<file path="config.mk">
export PLATFORM = sky130hd
export DESIGN_NAME = intra_nondirectional_predictor
export DESIGN_NICKNAME = d
export VERILOG_FILES = /design/src/hw/rtl/inp_pkg.sv /design/src/hw/rtl/inp_dc_div.sv /design/src/hw/rtl/intra_nondirectional_predictor.sv
export SDC_FILE = /design/constraint.sdc
export NUM_CORES = 2
export LEC_CHECK = 0
export BUFFER_PORTS_ARGS = -buffer_cell sky130_fd_sc_hd__buf_2
export CAP_MARGIN = 20
export CORE_ASPECT_RATIO = 0.5
export CORE_MARGIN = 4
export CORE_UTILIZATION = 55
export CTS_CLUSTER_SIZE = 14
export DETAILED_ROUTE_END_ITERATION = 6
export PLACE_DENSITY = 0.71
export SLEW_MARGIN = 15
export SYNTH_ARGS = -nofsm -noshare
export SYNTH_HDL_FRONTEND = slang
export SYNTH_SLANG_ARGS = --single-unit
</file>
<file path="constraint.sdc">
create_clock -name clk -period 14.4 [get_ports clk]
set_clock_uncertainty 0.15 [all_clocks]
set_input_delay 1.44 -clock clk [delete_from_list [all_inputs] [get_ports clk]]
set_output_delay 1.44 -clock clk [all_outputs]
set_load 0.05 [all_outputs]
</file>
<file path="src/hw/rtl/inp_pkg.sv">
// Package for the non-directional intra predictor: mode codes, commands
// and the smooth weight table. Depends on nothing.
package inp_pkg;
	localparam int MaxSide = 64;
	localparam int SampleBits = 12;
	localparam int PosW = 6;

	localparam logic [1:0] CMD_ABOVE = 2'd0;
	localparam logic [1:0] CMD_LEFT = 2'd1;
	localparam logic [1:0] CMD_CORNER = 2'd2;
	localparam logic [1:0] CMD_PREDICT = 2'd3;

	localparam logic [2:0] MODE_DC = 3'd0;
	localparam logic [2:0] MODE_V = 3'd1;
	localparam logic [2:0] MODE_H = 3'd2;
	localparam logic [2:0] MODE_PAETH = 3'd3;
	localparam logic [2:0] MODE_SMOOTH = 3'd4;
	localparam logic [2:0] MODE_SMOOTH_V = 3'd5;
	localparam logic [2:0] MODE_SMOOTH_H = 3'd6;

	localparam logic [2:0] REG_MODE = 3'd0;
	localparam logic [2:0] REG_WIDTH = 3'd1;
	localparam logic [2:0] REG_HEIGHT = 3'd2;
	localparam logic [2:0] REG_DEPTH = 3'd3;
	localparam logic [2:0] REG_ABOVE = 3'd4;
	localparam logic [2:0] REG_LEFT = 3'd5;

	typedef logic [SampleBits-1:0] sample_t;

	// Smooth weight for side code sc and index i.
	function automatic logic [7:0] smooth_weight(input logic [2:0] sc, input logic [5:0] i);
		logic [7:0] w4 [4];
		logic [7:0] w8 [8];
		logic [7:0] w16 [16];
		logic [7:0] w32 [32];
		logic [7:0] w64 [64];
		logic [7:0] r;
		w4 = '{8'd255, 8'd149, 8'd85, 8'd64};
		w8 = '{8'd255, 8'd197, 8'd146, 8'd105, 8'd73, 8'd50, 8'd37, 8'd32};
		w16 = '{8'd255, 8'd225, 8'd196, 8'd170, 8'd145, 8'd123, 8'd102, 8'd84,
			8'd68, 8'd54, 8'd43, 8'd33, 8'd26, 8'd20, 8'd17, 8'd16};
		w32 = '{8'd255, 8'd240, 8'd225, 8'd210, 8'd196, 8'd182, 8'd169, 8'd157,
			8'd145, 8'd133, 8'd122, 8'd111, 8'd101, 8'd92, 8'd83, 8'd74,
			8'd66, 8'd59, 8'd52, 8'd45, 8'd39, 8'd34, 8'd29, 8'd25,
			8'd21, 8'd17, 8'd14, 8'd12, 8'd10, 8'd9, 8'd8, 8'd8};
		w64 = '{8'd255, 8'd248, 8'd240, 8'd233, 8'd225, 8'd218, 8'd210, 8'd203,
			8'd196, 8'd189, 8'd182, 8'd176, 8'd169, 8'd163, 8'd156, 8'd150,
			8'd144, 8'd138, 8'd133, 8'd127, 8'd121, 8'd116, 8'd111, 8'd106,
			8'd101, 8'd96, 8'd91, 8'd86, 8'd82, 8'd77, 8'd73, 8'd69,
			8'd65, 8'd61, 8'd57, 8'd54, 8'd50, 8'd47, 8'd44, 8'd41,
			8'd38, 8'd35, 8'd32, 8'd29, 8'd27, 8'd25, 8'd22, 8'd20,
			8'd18, 8'd16, 8'd15, 8'd13, 8'd12, 8'd10, 8'd9, 8'd8,
			8'd7, 8'd6, 8'd6, 8'd5, 8'd5, 8'd4, 8'd4, 8'd4};
		case (sc)
			3'd0: r = w4[i[1:0]];
			3'd1: r = w8[i[2:0]];
			3'd2: r = w16[i[3:0]];
			3'd3: r = w32[i[4:0]];
			default: r = w64[i];
		endcase
		return r;
	endfunction
endpackage

</file>
<file path="src/hw/rtl/inp_dc_div.sv">
// Restoring divider for the DC mean: 19-bit dividend by 8-bit sample count.
// Uses inp_pkg.
module inp_dc_div (
	input logic clk,
	input logic arst_n,
	input logic go,
	input logic [18:0] dividend,
	input logic [7:0] divisor,
	output logic done,
	output logic [11:0] quotient
);
	import inp_pkg::*;
	logic [18:0] rem_q;
	logic [18:0] quo_q;
	logic [4:0] cnt_q;
	logic busy_q;
	logic [19:0] trial;

	assign trial = {rem_q, quo_q[18]} - {12'd0, divisor};

	always_ff @(posedge clk or negedge arst_n) begin
		if (!arst_n) begin
			busy_q <= 1'b0;
			cnt_q <= '0;
			done <= 1'b0;
		end else begin
			done <= 1'b0;
			if (go) begin
				busy_q <= 1'b1;
				cnt_q <= 5'd19;
			end else if (busy_q) begin
				cnt_q <= cnt_q - 5'd1;
				if (cnt_q == 5'd1) begin
					busy_q <= 1'b0;
					done <= 1'b1;
				end
			end
		end
	end

	always_ff @(posedge clk) begin
		if (go) begin
			rem_q <= '0;
			quo_q <= dividend;
		end else if (busy_q) begin
			if (!trial[19]) begin
				rem_q <= trial[18:0];
				quo_q <= {quo_q[17:0], 1'b1};
			end else begin
				rem_q <= {rem_q[17:0], quo_q[18]};
				quo_q <= {quo_q[17:0], 1'b0};
			end
		end
	end

	assign quotient = quo_q[SampleBits-1:0];
endmodule

</file>
<file path="src/hw/rtl/intra_nondirectional_predictor.sv">
// Top level of the non-directional intra predictor.
// Depends on inp_pkg and inp_dc_div.
//
// A load transaction writes one reference sample and leaves busy low, so loads
// can follow one per cycle while no predict transaction holds busy high. A
// predict transaction for a row inside the block reads the bottom-left,
// top-right and left references from the single-port reference memories in
// the states ST_RD_BL, ST_RD_TR and ST_RD_L and starts the column scan in
// ST_EMIT. It then puts out width samples on consecutive cycles, marked by
// strobe. busy drops in the cycle that carries the last sample. DC first sums
// the left edge when it is present and the above edge when it is present,
// then adds half the count for rounding and divides when an edge is present.
// A predict row at or beyond the block height is accepted, leaves busy low and
// gives no result. Results cannot be stalled.
module intra_nondirectional_predictor (
	input logic clk,
	input logic arst_n,
	input logic start,
	output logic busy,
	input logic [1:0] command,
	input logic [5:0] position,
	input logic [11:0] ref_sample,
	input logic cfg_we,
	input logic [2:0] cfg_index,
	input logic [11:0] cfg_data,
	output logic strobe,
	output logic [5:0] out_row,
	output logic [5:0] out_column,
	output logic [11:0] pred_sample,
	output logic row_last
);
	import inp_pkg::*;

	localparam logic [3:0] ST_IDLE = 4'd0;
	localparam logic [3:0] ST_RD_BL = 4'd1;
	localparam logic [3:0] ST_RD_TR = 4'd2;
	localparam logic [3:0] ST_RD_L = 4'd3;
	localparam logic [3:0] ST_SUM_L = 4'd4;
	localparam logic [3:0] ST_SUM_A = 4'd5;
	localparam logic [3:0] ST_DIV = 4'd6;
	localparam logic [3:0] ST_WAIT = 4'd7;
	localparam logic [3:0] ST_EMIT = 4'd8;
	localparam logic [3:0] ST_EMIT2 = 4'd9;

	// The unused mode code predicts like DC.
	localparam logic [2:0] MODE_DC_ALIAS = 3'd7;

	logic [2:0] mode_q, wcode_q, hcode_q;
	logic [1:0] depth_q;
	logic ap_q, lp_q;
	sample_t corner_q;
	sample_t above_mem [MaxSide];
	sample_t left_mem [MaxSide];
	sample_t above_rd, left_rd;
	logic [5:0] above_addr, left_addr;
	logic [3:0] st_q;
	logic [5:0] row_q, idx_q;
	logic [6:0] cnt_q;
	sample_t bl_q, tr_q, l_q, dc_q;
	logic [18:0] sum_q;
	logic [2:0] wc, hc;
	logic [6:0] w, h;
	logic [7:0] count;
	logic div_go, div_done;
	logic [11:0] div_quo;
	logic accept;
	logic load_a, load_l;
	logic [5:0] col_s1;
	logic vld_s1, last_s1;
	logic [7:0] vx, vy;
	logic [19:0] pv, ph;
	logic [20:0] psm;
	logic signed [14:0] base, dl, da, dd;
	sample_t pp, pval;

	assign wc = (wcode_q > 3'd4) ? 3'd4 : wcode_q;
	assign hc = (hcode_q > 3'd4) ? 3'd4 : hcode_q;
	assign w = 7'd4 << wc;
	assign h = 7'd4 << hc;
	assign count = (lp_q ? {1'b0, h} : 8'd0) + (ap_q ? {1'b0, w} : 8'd0);
	assign accept = start && !busy;
	assign busy = (st_q != ST_IDLE);
	assign load_a = accept && command == CMD_ABOVE;
	assign load_l = accept && command == CMD_LEFT;

	always_ff @(posedge clk or negedge arst_n) begin
		if (!arst_n) begin
			mode_q <= '0;
			wcode_q <= '0;
			hcode_q <= '0;
			depth_q <= '0;
			ap_q <= 1'b0;
			lp_q <= 1'b0;
			corner_q <= '0;
		end else begin
			if (cfg_we) begin
				unique case (cfg_index)
					REG_MODE: mode_q <= cfg_data[2:0];
					REG_WIDTH: wcode_q <= cfg_data[2:0];
					REG_HEIGHT: hcode_q <= cfg_data[2:0];
					REG_DEPTH: depth_q <= cfg_data[1:0];
					REG_ABOVE: ap_q <= cfg_data[0];
					REG_LEFT: lp_q <= cfg_data[0];
					default: ;
				endcase
			end
			if (accept && command == CMD_CORNER) corner_q <= ref_sample;
		end
	end

	// Address selection for the two single-port memories.
	always_comb begin
		above_addr = idx_q;
		left_addr = idx_q;
		if (load_a) above_addr = position;
		if (load_l) left_addr = position;
		unique case (st_q)
			ST_RD_BL: left_addr = h[5:0] - 6'd1;
			ST_RD_TR: above_addr = w[5:0] - 6'd1;
			ST_RD_L: left_addr = row_q;
			default: ;
		endcase
	end

	always_ff @(posedge clk) begin
		if (load_a) above_mem[above_addr] <= ref_sample;
		above_rd <= above_mem[above_addr];
		if (load_l) left_mem[left_addr] <= ref_sample;
		left_rd <= left_mem[left_addr];
	end

	always_ff @(posedge clk or negedge arst_n) begin
		if (!arst_n) begin
			st_q <= ST_IDLE;
			idx_q <= '0;
			cnt_q <= '0;
			vld_s1 <= 1'b0;
			div_go <= 1'b0;
		end else begin
			div_go <= 1'b0;
			vld_s1 <= 1'b0;
			unique case (st_q)
				ST_IDLE: if (accept && command == CMD_PREDICT && {1'b0, position} < h) begin
					row_q <= position;
					st_q <= ST_RD_BL;
				end
				ST_RD_BL: st_q <= ST_RD_TR;
				ST_RD_TR: begin
					bl_q <= left_rd;
					st_q <= ST_RD_L;
				end
				ST_RD_L: begin
					tr_q <= above_rd;
					idx_q <= '0;
					cnt_q <= '0;
					sum_q <= '0;
					if (mode_q == MODE_DC || mode_q == MODE_DC_ALIAS)
						st_q <= lp_q ? ST_SUM_L : (ap_q ? ST_SUM_A : ST_DIV);
					else
						st_q <= ST_EMIT;
				end
				ST_SUM_L: begin
					// Memory data belongs to the address of the previous cycle.
					if (cnt_q == 7'd0) l_q <= left_rd;
					if (cnt_q != 7'd0) sum_q <= sum_q + {7'd0, left_rd};
					idx_q <= idx_q + 6'd1;
					cnt_q <= cnt_q + 7'd1;
					if (cnt_q == h) begin
						idx_q <= '0;
						cnt_q <= '0;
						st_q <= ap_q ? ST_SUM_A : ST_DIV;
					end
				end
				ST_SUM_A: begin
					if (cnt_q == 7'd0 && !lp_q) l_q <= left_rd;
					if (cnt_q != 7'd0) sum_q <= sum_q + {7'd0, above_rd};
					idx_q <= idx_q + 6'd1;
					cnt_q <= cnt_q + 7'd1;
					if (cnt_q == w) begin
						idx_q <= '0;
						cnt_q <= '0;
						st_q <= ST_DIV;
					end
				end
				ST_DIV: begin
					if (cnt_q == 7'd0 && !lp_q && !ap_q) l_q <= left_rd;
					if (count == 8'd0) begin
						dc_q <= (depth_q == 2'd0) ? 12'd128 :
							(depth_q == 2'd1) ? 12'd512 : 12'd2048;
						st_q <= ST_EMIT;
					end else begin
						div_go <= 1'b1;
						sum_q <= sum_q + {12'd0, count[7:1]};
						st_q <= ST_WAIT;
					end
				end
				ST_WAIT: if (div_done) begin
					dc_q <= div_quo;
					st_q <= ST_EMIT;
				end
				ST_EMIT: begin
					if (mode_q != MODE_DC && mode_q != MODE_DC_ALIAS) l_q <= left_rd;
					idx_q <= 6'd1;
					cnt_q <= 7'd1;
					vld_s1 <= 1'b1;
					col_s1 <= '0;
					last_s1 <= (w == 7'd1);
					st_q <= ST_EMIT2;
				end
				ST_EMIT2: begin
					if (cnt_q == w) begin
						st_q <= ST_IDLE;
						idx_q <= '0;
					end else begin
						idx_q <= idx_q + 6'd1;
						cnt_q <= cnt_q + 7'd1;
						vld_s1 <= 1'b1;
						col_s1 <= idx_q;
						last_s1 <= (cnt_q == w - 7'd1);
					end
				end
				default: st_q <= ST_IDLE;
			endcase
		end
	end

	inp_dc_div u_div (
		.clk(clk),
		.arst_n(arst_n),
		.go(div_go),
		.dividend(sum_q),
		.divisor(count),
		.done(div_done),
		.quotient(div_quo)
	);

	// Sample computation on the above value read for column col_s1.
	assign vx = smooth_weight(wc, col_s1);
	assign vy = smooth_weight(hc, row_q);
	assign pv = ({12'd0, vy} * {8'd0, above_rd})
		+ ({11'd0, 9'd256 - {1'b0, vy}} * {8'd0, bl_q});
	assign ph = ({12'd0, vx} * {8'd0, l_q})
		+ ({11'd0, 9'd256 - {1'b0, vx}} * {8'd0, tr_q});
	assign psm = {1'b0, pv} + {1'b0, ph} + 21'd256;
	assign base = $signed({3'd0, above_rd}) + $signed({3'd0, l_q}) - $signed({3'd0, corner_q});
	assign dl = base - $signed({3'd0, l_q});
	assign da = base - $signed({3'd0, above_rd});
	assign dd = base - $signed({3'd0, corner_q});

	always_comb begin
		logic [14:0] al, aa, ad;
		al = dl[14] ? 15'(-dl) : dl;
		aa = da[14] ? 15'(-da) : da;
		ad = dd[14] ? 15'(-dd) : dd;
		if (al <= aa && al <= ad) pp = l_q;
		else if (aa <= ad) pp = above_rd;
		else pp = corner_q;
	end

	always_comb begin
		logic [20:0] t;
		t = '0;
		case (mode_q)
			MODE_V: pval = above_rd;
			MODE_H: pval = l_q;
			MODE_PAETH: pval = pp;
			MODE_SMOOTH: begin
				t = psm >> 9;
				pval = t[11:0];
			end
			MODE_SMOOTH_V: begin
				t = ({1'b0, pv} + 21'd128) >> 8;
				pval = t[11:0];
			end
			MODE_SMOOTH_H: begin
				t = ({1'b0, ph} + 21'd128) >> 8;
				pval = t[11:0];
			end
			default: pval = dc_q;
		endcase
	end

	always_ff @(posedge clk or negedge arst_n) begin
		if (!arst_n) strobe <= 1'b0;
		else strobe <= vld_s1;
	end

	always_ff @(posedge clk) begin
		out_row <= row_q;
		out_column <= col_s1;
		pred_sample <= pval;
		row_last <= last_s1;
	end
endmodule

</file>
# After elaboration in Yosys (flattened, before gate mapping)
# Memory sizes are Yosys's and may differ from the RTL's. A register that Yosys moved wholly into a read port is not among the register bits.
# Cells that the tools add are included.
# op_classes
n_addsub	27
multipliers	4
n_lt_le_gt_ge	16
eq_ne	51
shifts	2
muxes	93
bitwise_logic	10
n_reduce_logical	49
# op_table
op	n
8-bit two-way mux	20
12-bit two-way mux	10
19-bit two-way mux	6
19-bit case mux with 4 select lines	1
12-bit case mux with 6 select lines	1
8-bit case mux with 4 select lines	2
12-bit case mux with 4 select lines	1
15-bit less-or-equal comparator	3
15-bit two-way mux	3
15-bit negator	3
14-bit by 13-bit subtractor with 15-bit output	3
20-bit adder	2
20-bit by 8-bit adder with 20-bit output (second input constant)	2
8-bit by 12-bit multiplier with 20-bit output	2
9-bit by 12-bit multiplier with 20-bit output	2
4-bit case mux with 10 select lines	1
19-bit by 12-bit adder with 19-bit output	2
6-bit two-way mux	6
7-bit two-way mux	5
7-bit case mux with 5 select lines	1
8-bit binary-select mux with 2-bit select	2
4-bit two-way mux	8
2-bit inequality test (second input constant)	13
3-bit by 2-bit == test with 1-bit output (second input constant)	8
other kinds (66)	145
# word_totals
ff_bits	195
ram_bits	1536
rom_bits	1920
in_bits	39
out_inout_bits	27
word_cells	292
n_memories	10
# memory_table
memory	depth	word_bits	rd	rd_clocked_by_memory_dff	write_ports	line	source
above_mem	64	12	1	1	1	intra_nondirectional_predictor.sv:52	sample_t above_mem [MaxSide];
left_mem	64	12	1	1	1	intra_nondirectional_predictor.sv:53	sample_t left_mem [MaxSide];
(no name shown)	64	8	1	0	0	inp_pkg.sv:59	default: r = w64[i];
(no name shown)	64	8	1	0	0	inp_pkg.sv:59	
(no name shown)	32	8	1	0	0	inp_pkg.sv:58	3'd3: r = w32[i[4:0]];
(no name shown)	32	8	1	0	0	inp_pkg.sv:58	
+4 memories	-	-	-	-	-	-	

# Logic depth before layout (Yosys ltp)
# depth
ltp_word	11
ltp_mapped	47
mapped_depth_nobuf	44

# Hierarchy
# Synthesis repeated with hierarchy kept, for this count alone.
# hier_totals
cells_unflattened	7215
area_unflattened_um2	89668.5
# by_module_without_submodules
module	n_inst	cells_per_inst	area_per_inst_um2	seq_area_each_um2
intra_nondirectional_predictor	1	6961	86954.6	50633.6
inp_dc_div	1	254	2713.9	1126.1

# Least setup slack after synthesis
# Ideal clock, no wire load.
# synth_path
kind	register -> register
startpoint	register row_q[1]
endpoint	register pred_sample[10]
setup_ps	127
t_arrival_ps	10706
required_ps	14123
path_slack_ps	3417
stages_incl_launch_ff	45
n_path_buf	5
synth_period_minus_slack_ps	10983
cell_sequence	edfxtp_1 -> clkbuf_2 -> buf_1 -> inv_1 -> ha_1 -> clkbuf_1 -> and2b_1 -> nor2_1 -> mux4_2 -> a211oi_1 -> a41oi_1 -> inv_1 -> ha_1 -> inv_1 -> or3_1 -> xor2_1 -> clkbuf_1 -> nand2_1 -> (+9 left out) -> ha_1 -> clkbuf_1 -> a21o_1 -> a2111oi_0 -> a21oi_1 -> xnor2_1 -> ha_1 -> ha_1 -> nand3_1 -> nor2_1 -> nand4_1 -> o21ai_0 -> o41ai_1 -> o21ai_0 -> xnor2_1 -> o32a_1 -> a21oi_1 -> or3_1
# synth_between
elab_chain_cells	11
word_cells_on_any_way	29
cone_classes	add/sub (5); mul (2); mux (13); bitwise (5); memory (4)
# synth_lines
element	line	source
from (decl)	intra_nondirectional_predictor.sv:57	logic [5:0] row_q, idx_q;
from (signal assigned)	intra_nondirectional_predictor.sv:144	row_q <= position;
6-bit inverter with 7-bit output (implied by the code), or another cell as far along	inp_pkg.sv:59	
memory 64 x 8 bit, or another cell as far along	-	
8-bit two-way mux, on equally long branches (2 in a row)	-	
8-bit case mux with 4 select lines *	inp_pkg.sv:54	case (sc)
9-bit by 8-bit subtractor with 9-bit output	intra_nondirectional_predictor.sv:241	+ ({11'd0, 9'd256 - {1'b0, vy}} * {8'd0, bl_q});
9-bit by 12-bit multiplier with 20-bit output	intra_nondirectional_predictor.sv:241	
20-bit adder *	intra_nondirectional_predictor.sv:241	
20-bit by 20-bit adder with 21-bit output	intra_nondirectional_predictor.sv:244	assign psm = {1'b0, pv} + {1'b0, ph} + 21'd256;
21-bit by 9-bit adder with 21-bit output	intra_nondirectional_predictor.sv:244	
12-bit case mux with 6 select lines *	intra_nondirectional_predictor.sv:263	case (mode_q)
via pval[10]	intra_nondirectional_predictor.sv:74	sample_t pp, pval;
to (signal assigned)	intra_nondirectional_predictor.sv:291	pred_sample <= pval;
to (decl)	intra_nondirectional_predictor.sv:29	output logic [11:0] pred_sample,
# The timed path passes the listed nets; every way through them passes the cells marked *. The select of a mux whose other input is x is not followed.
# A chain may end at the register's enable or synchronous reset.

# Worst setup path after layout
# layout_path
startpoint	register col_s1[1]
endpoint	register pred_sample[10]
# layout_between
elab_chain_cells	11
word_cells_on_any_way	29
cone_classes	add/sub (5); mul (2); mux (13); bitwise (5); memory (4)
# layout_lines
element	line	source
from (decl)	intra_nondirectional_predictor.sv:68	logic [5:0] col_s1;
from (signal assigned)	intra_nondirectional_predictor.sv:218	col_s1 <= idx_q;
6-bit inverter with 7-bit output (implied by the code), or another cell as far along	inp_pkg.sv:59	
memory 64 x 8 bit, or another cell as far along	-	
8-bit two-way mux, on equally long branches (2 in a row)	-	
8-bit case mux with 4 select lines *	inp_pkg.sv:54	
9-bit by 8-bit subtractor with 9-bit output	intra_nondirectional_predictor.sv:243	+ ({11'd0, 9'd256 - {1'b0, vx}} * {8'd0, tr_q});
9-bit by 12-bit multiplier with 20-bit output	intra_nondirectional_predictor.sv:243	
20-bit adder *	intra_nondirectional_predictor.sv:243	
20-bit by 20-bit adder with 21-bit output	intra_nondirectional_predictor.sv:244	
21-bit by 9-bit adder with 21-bit output	intra_nondirectional_predictor.sv:244	
12-bit case mux with 6 select lines *	intra_nondirectional_predictor.sv:263	
via pval[10]	intra_nondirectional_predictor.sv:74	
# Marks and branches as above.

==> metrics.yaml <==
status: "finished, final reports clean"
vias_per_cell: 6.46
cts_sinks: 1755
fp.dieW_um: 582
coreArea_um2: 162000
ys_async_sr_fraction: 0.0296
ant_nets: 0
grtUsageMet2: 0.465
cp_common_cell: "fa_1"
ys_ff_latch: 1755
layout_min_cycle_time_ns: 12.89
worstSetupPathType: "reg -> reg"
num_vias: 63300
grt_pass1_wl_mm: 395
drv_slew: 0
ys_warn_count: 0
whs_path_depth: 0
arrival_ns: 13.40
grt_most_used_layer: "met2"
cts_tree: "built"
grt_max_degree: 103
drive_above_1_share: 0.0889
rsz0062_at_grt: "false"
crit_slowest_cell: "edfxtp_1"
synth_cell_type_count: 109
drcViolationCount: 0
syn_inst: 7434
grt.met3_usage: 0.0822
netlist_area_um2: 90500
synth-main-ff-cell: "edfxtp_1"
antenna_found_initial: 8
min_path_type: "reg -> reg"
grt_use_met1: 0.434
post_cts_buffers: 0
synth_compound_area_frac: 0.130
path_max_fanout: 22
overflow: 0
port_buffers: 56
synth-simple-area-share: 0.100
nets: 8216
hold_violations: 0
crit_required_ns: 14.92
relSlewSlack: 0.169
htree_levels: 4
max_freq_ghz: 0.0776
fin_setup_tns_ns: 0
fin_crit_sh: 0.895
grt_pass1_vias: 61300
dp_slack_ns: 1.87
finalSetupViolations: 0
cp-end-kind: "register"
clk_path_buf_depth: 3
worst_setup_path_start_kind: "register"
synthAdderAreaFrac: 0.118
worst_pin_slew_ns: 1.21
critPathMaxStageDelay_ns: 0.91
die_y_um: 295
start_util: 0.558
synth.avg_cell_area_um2: 12.2
firstDrtPassIters: 7
drt_iter0_markers: 8487
synthMuxAreaShare: 0.0173
io_pins: 66
root_buffer: "clkbuf_16"
yosysSeqAreaShare: 0.572
synth_top_family_by_area: "compound AO/OA/AOI/OAI gates"
synth_top_area_frac: 0.542
netlist_top_cells_area: "edfxtp_1, fa_1, ha_1, nand2_1, a22oi_1"
grt_use_total: 0.307
cts_buffers: 154
place.gp.congestion: 0.958
totalWireLength_mm: 265
path_clk_slew_ns: 0.07
setup_ws_ns: 1.51
clk_latency_ns: 0.81
synth_edf_count: 1635
ctsHoldBuffers: 0
avgRoutedWirePerCell_um: 27.0
rows: 104
synthXorXnorAreaFrac: 0.0177
cap_violations: 0
dpl.hpwl_mm: 172
reg2reg_depth: 38
design.die.area_um2: 172000
areaGrowthSynthToFinish_pct: 9.22
yosys.area.top_type: "edfxtp_1"
postCtsResizedCells: 0
[kinds of logic (layout without fill, tap and decap cells)]
family          count (synthesis)  after routing
flops                        1755           1755
buf+inv                      1006           1191
other cells                     2              8
simple gates                 1989           1989
fa+ha+maj                     653            653
mux                           138            138
xor+xnor                      183            183
compound gates               1708           1708
[worst paths after layout]
kind | start | to | slack, ns
max | col_s1[1] | pred_sample[10] | 1.51
min | last_s1 | row_last | 0.19
max reg2reg | col_s1[1] | pred_sample[10] | 1.51
min reg2reg | last_s1 | row_last | 0.19
max in group asynchronous | arst_n | strobe | 12.65
min in group asynchronous | arst_n | cnt_q[5] | 0.55
[sequential cells by signal, indices dropped and copies added (netlist names), 12 cells and up]
register	cells
above_mem	768
above_rd	12
bl_q	12
corner_q	12
dc_q	12
l_q	12
left_mem	768
left_rd	12
pred_sample	12
sum_q	19
tr_q	12
u_div.quo_q	19
u_div.rem_q	19
[placed cells by master, fill, tap and decap left out, types with 80 or more instances in the layout]
| cell | n |
|---|---|
| a21oi_1 | 372 |
| a221oi_1 | 97 |
| a22oi_1 | 364 |
| a31oi_1 | 106 |
| and2_1 | 129 |
| buf_4 | 284 |
| clkbuf_16 | 156 |
| edfxtp_1 | 1635 |
| fa_1 | 337 |
| ha_1 | 316 |
| inv_1 | 594 |
| mux2i_1 | 80 |
| nand2_1 | 888 |
| nand3_1 | 92 |
| nor2_1 | 417 |
| nor3_1 | 93 |
| o21ai_0 | 211 |
| xnor2_1 | 133 |
[layer usage]
layer  up-vias  part of all wire
li1      27400                 -
met1     31600              0.40
met2      3739              0.44
met3       590              0.13
met4         4             0.035
met5         -          0.000087
[area by class of cell]
class / count / area (um2)
Sequential cell: 1755 / 51800
Multi-Input combinational cell: 4677 / 35100
Timing Repair Buffer: 339 / 2490
Fill cell: 12600 / 63300
Clock inverter: 46 / 442
Tap cell: 2173 / 2720
Clock buffer: 209 / 4140
Antenna cell: 2 / 5.00
Inverter: 597 / 2240
[stage by stage]
| step | hold slack, ns | cell area [um2] | util | instances |
|---|---|---|---|---|
| floorplan | 0.173 | 90500 | - | 7438 |
| global placement | 0.181 | 94100 | 0.581 | 9529 |
| detailed placement | 0.179 | 94200 | 0.581 | 9534 |
| CTS | 0.191 | 98800 | 0.609 | 9789 |
| global route | 0.208 | 98900 | 0.610 | 9796 |
| finish | 0.188 | 98900 | 0.610 | 9798 |
[synthesized netlist by cell type, types with 14 or more instances]
master     count
nor2b_1       53
a31oi_1      106
o21ai_0      213
buf_1         34
mux2_2        47
a211oi_1      68
nand3_1       92
mux2i_1       80
buf_2        130
dfrtp_1       52
clkbuf_1     231
a21oi_1      372
dfxtp_1       68
inv_1        594
a22oi_1      364
a311oi_1      22
edfxtp_1    1635
ha_1         316
xor2_1        50
and2_1       129
or3_1         34
nor3b_1       14
nor2_1       429
nor3_1       107
nand2b_1      49
o21bai_1      21
a41oi_1       40
a21o_1        50
o31ai_1       19
xnor2_1      133
o21a_1        27
and3_1        38
a2111oi_0     15
fa_1         337
a221oi_1      98
o22ai_1       47
nand4_1       29
nor4_1        60
a22o_1        45
o211ai_1      33
nand2_1      888
[worst max-delay path: cells and delay by family (launching register included)]
kind                       cells  cell delay [ns]
adders and majority gates     10             4.56
AOI/OAI and AO/OA             11             2.81
and+or+nand+nor                8             2.38
xor gates and xnor gates       3             1.22
DFF                            1             0.91
buffers and inverters          6             0.73
Power is not shown: default switching activity piles up to over one toggle a cycle in this logic, so the estimate is an artifact.
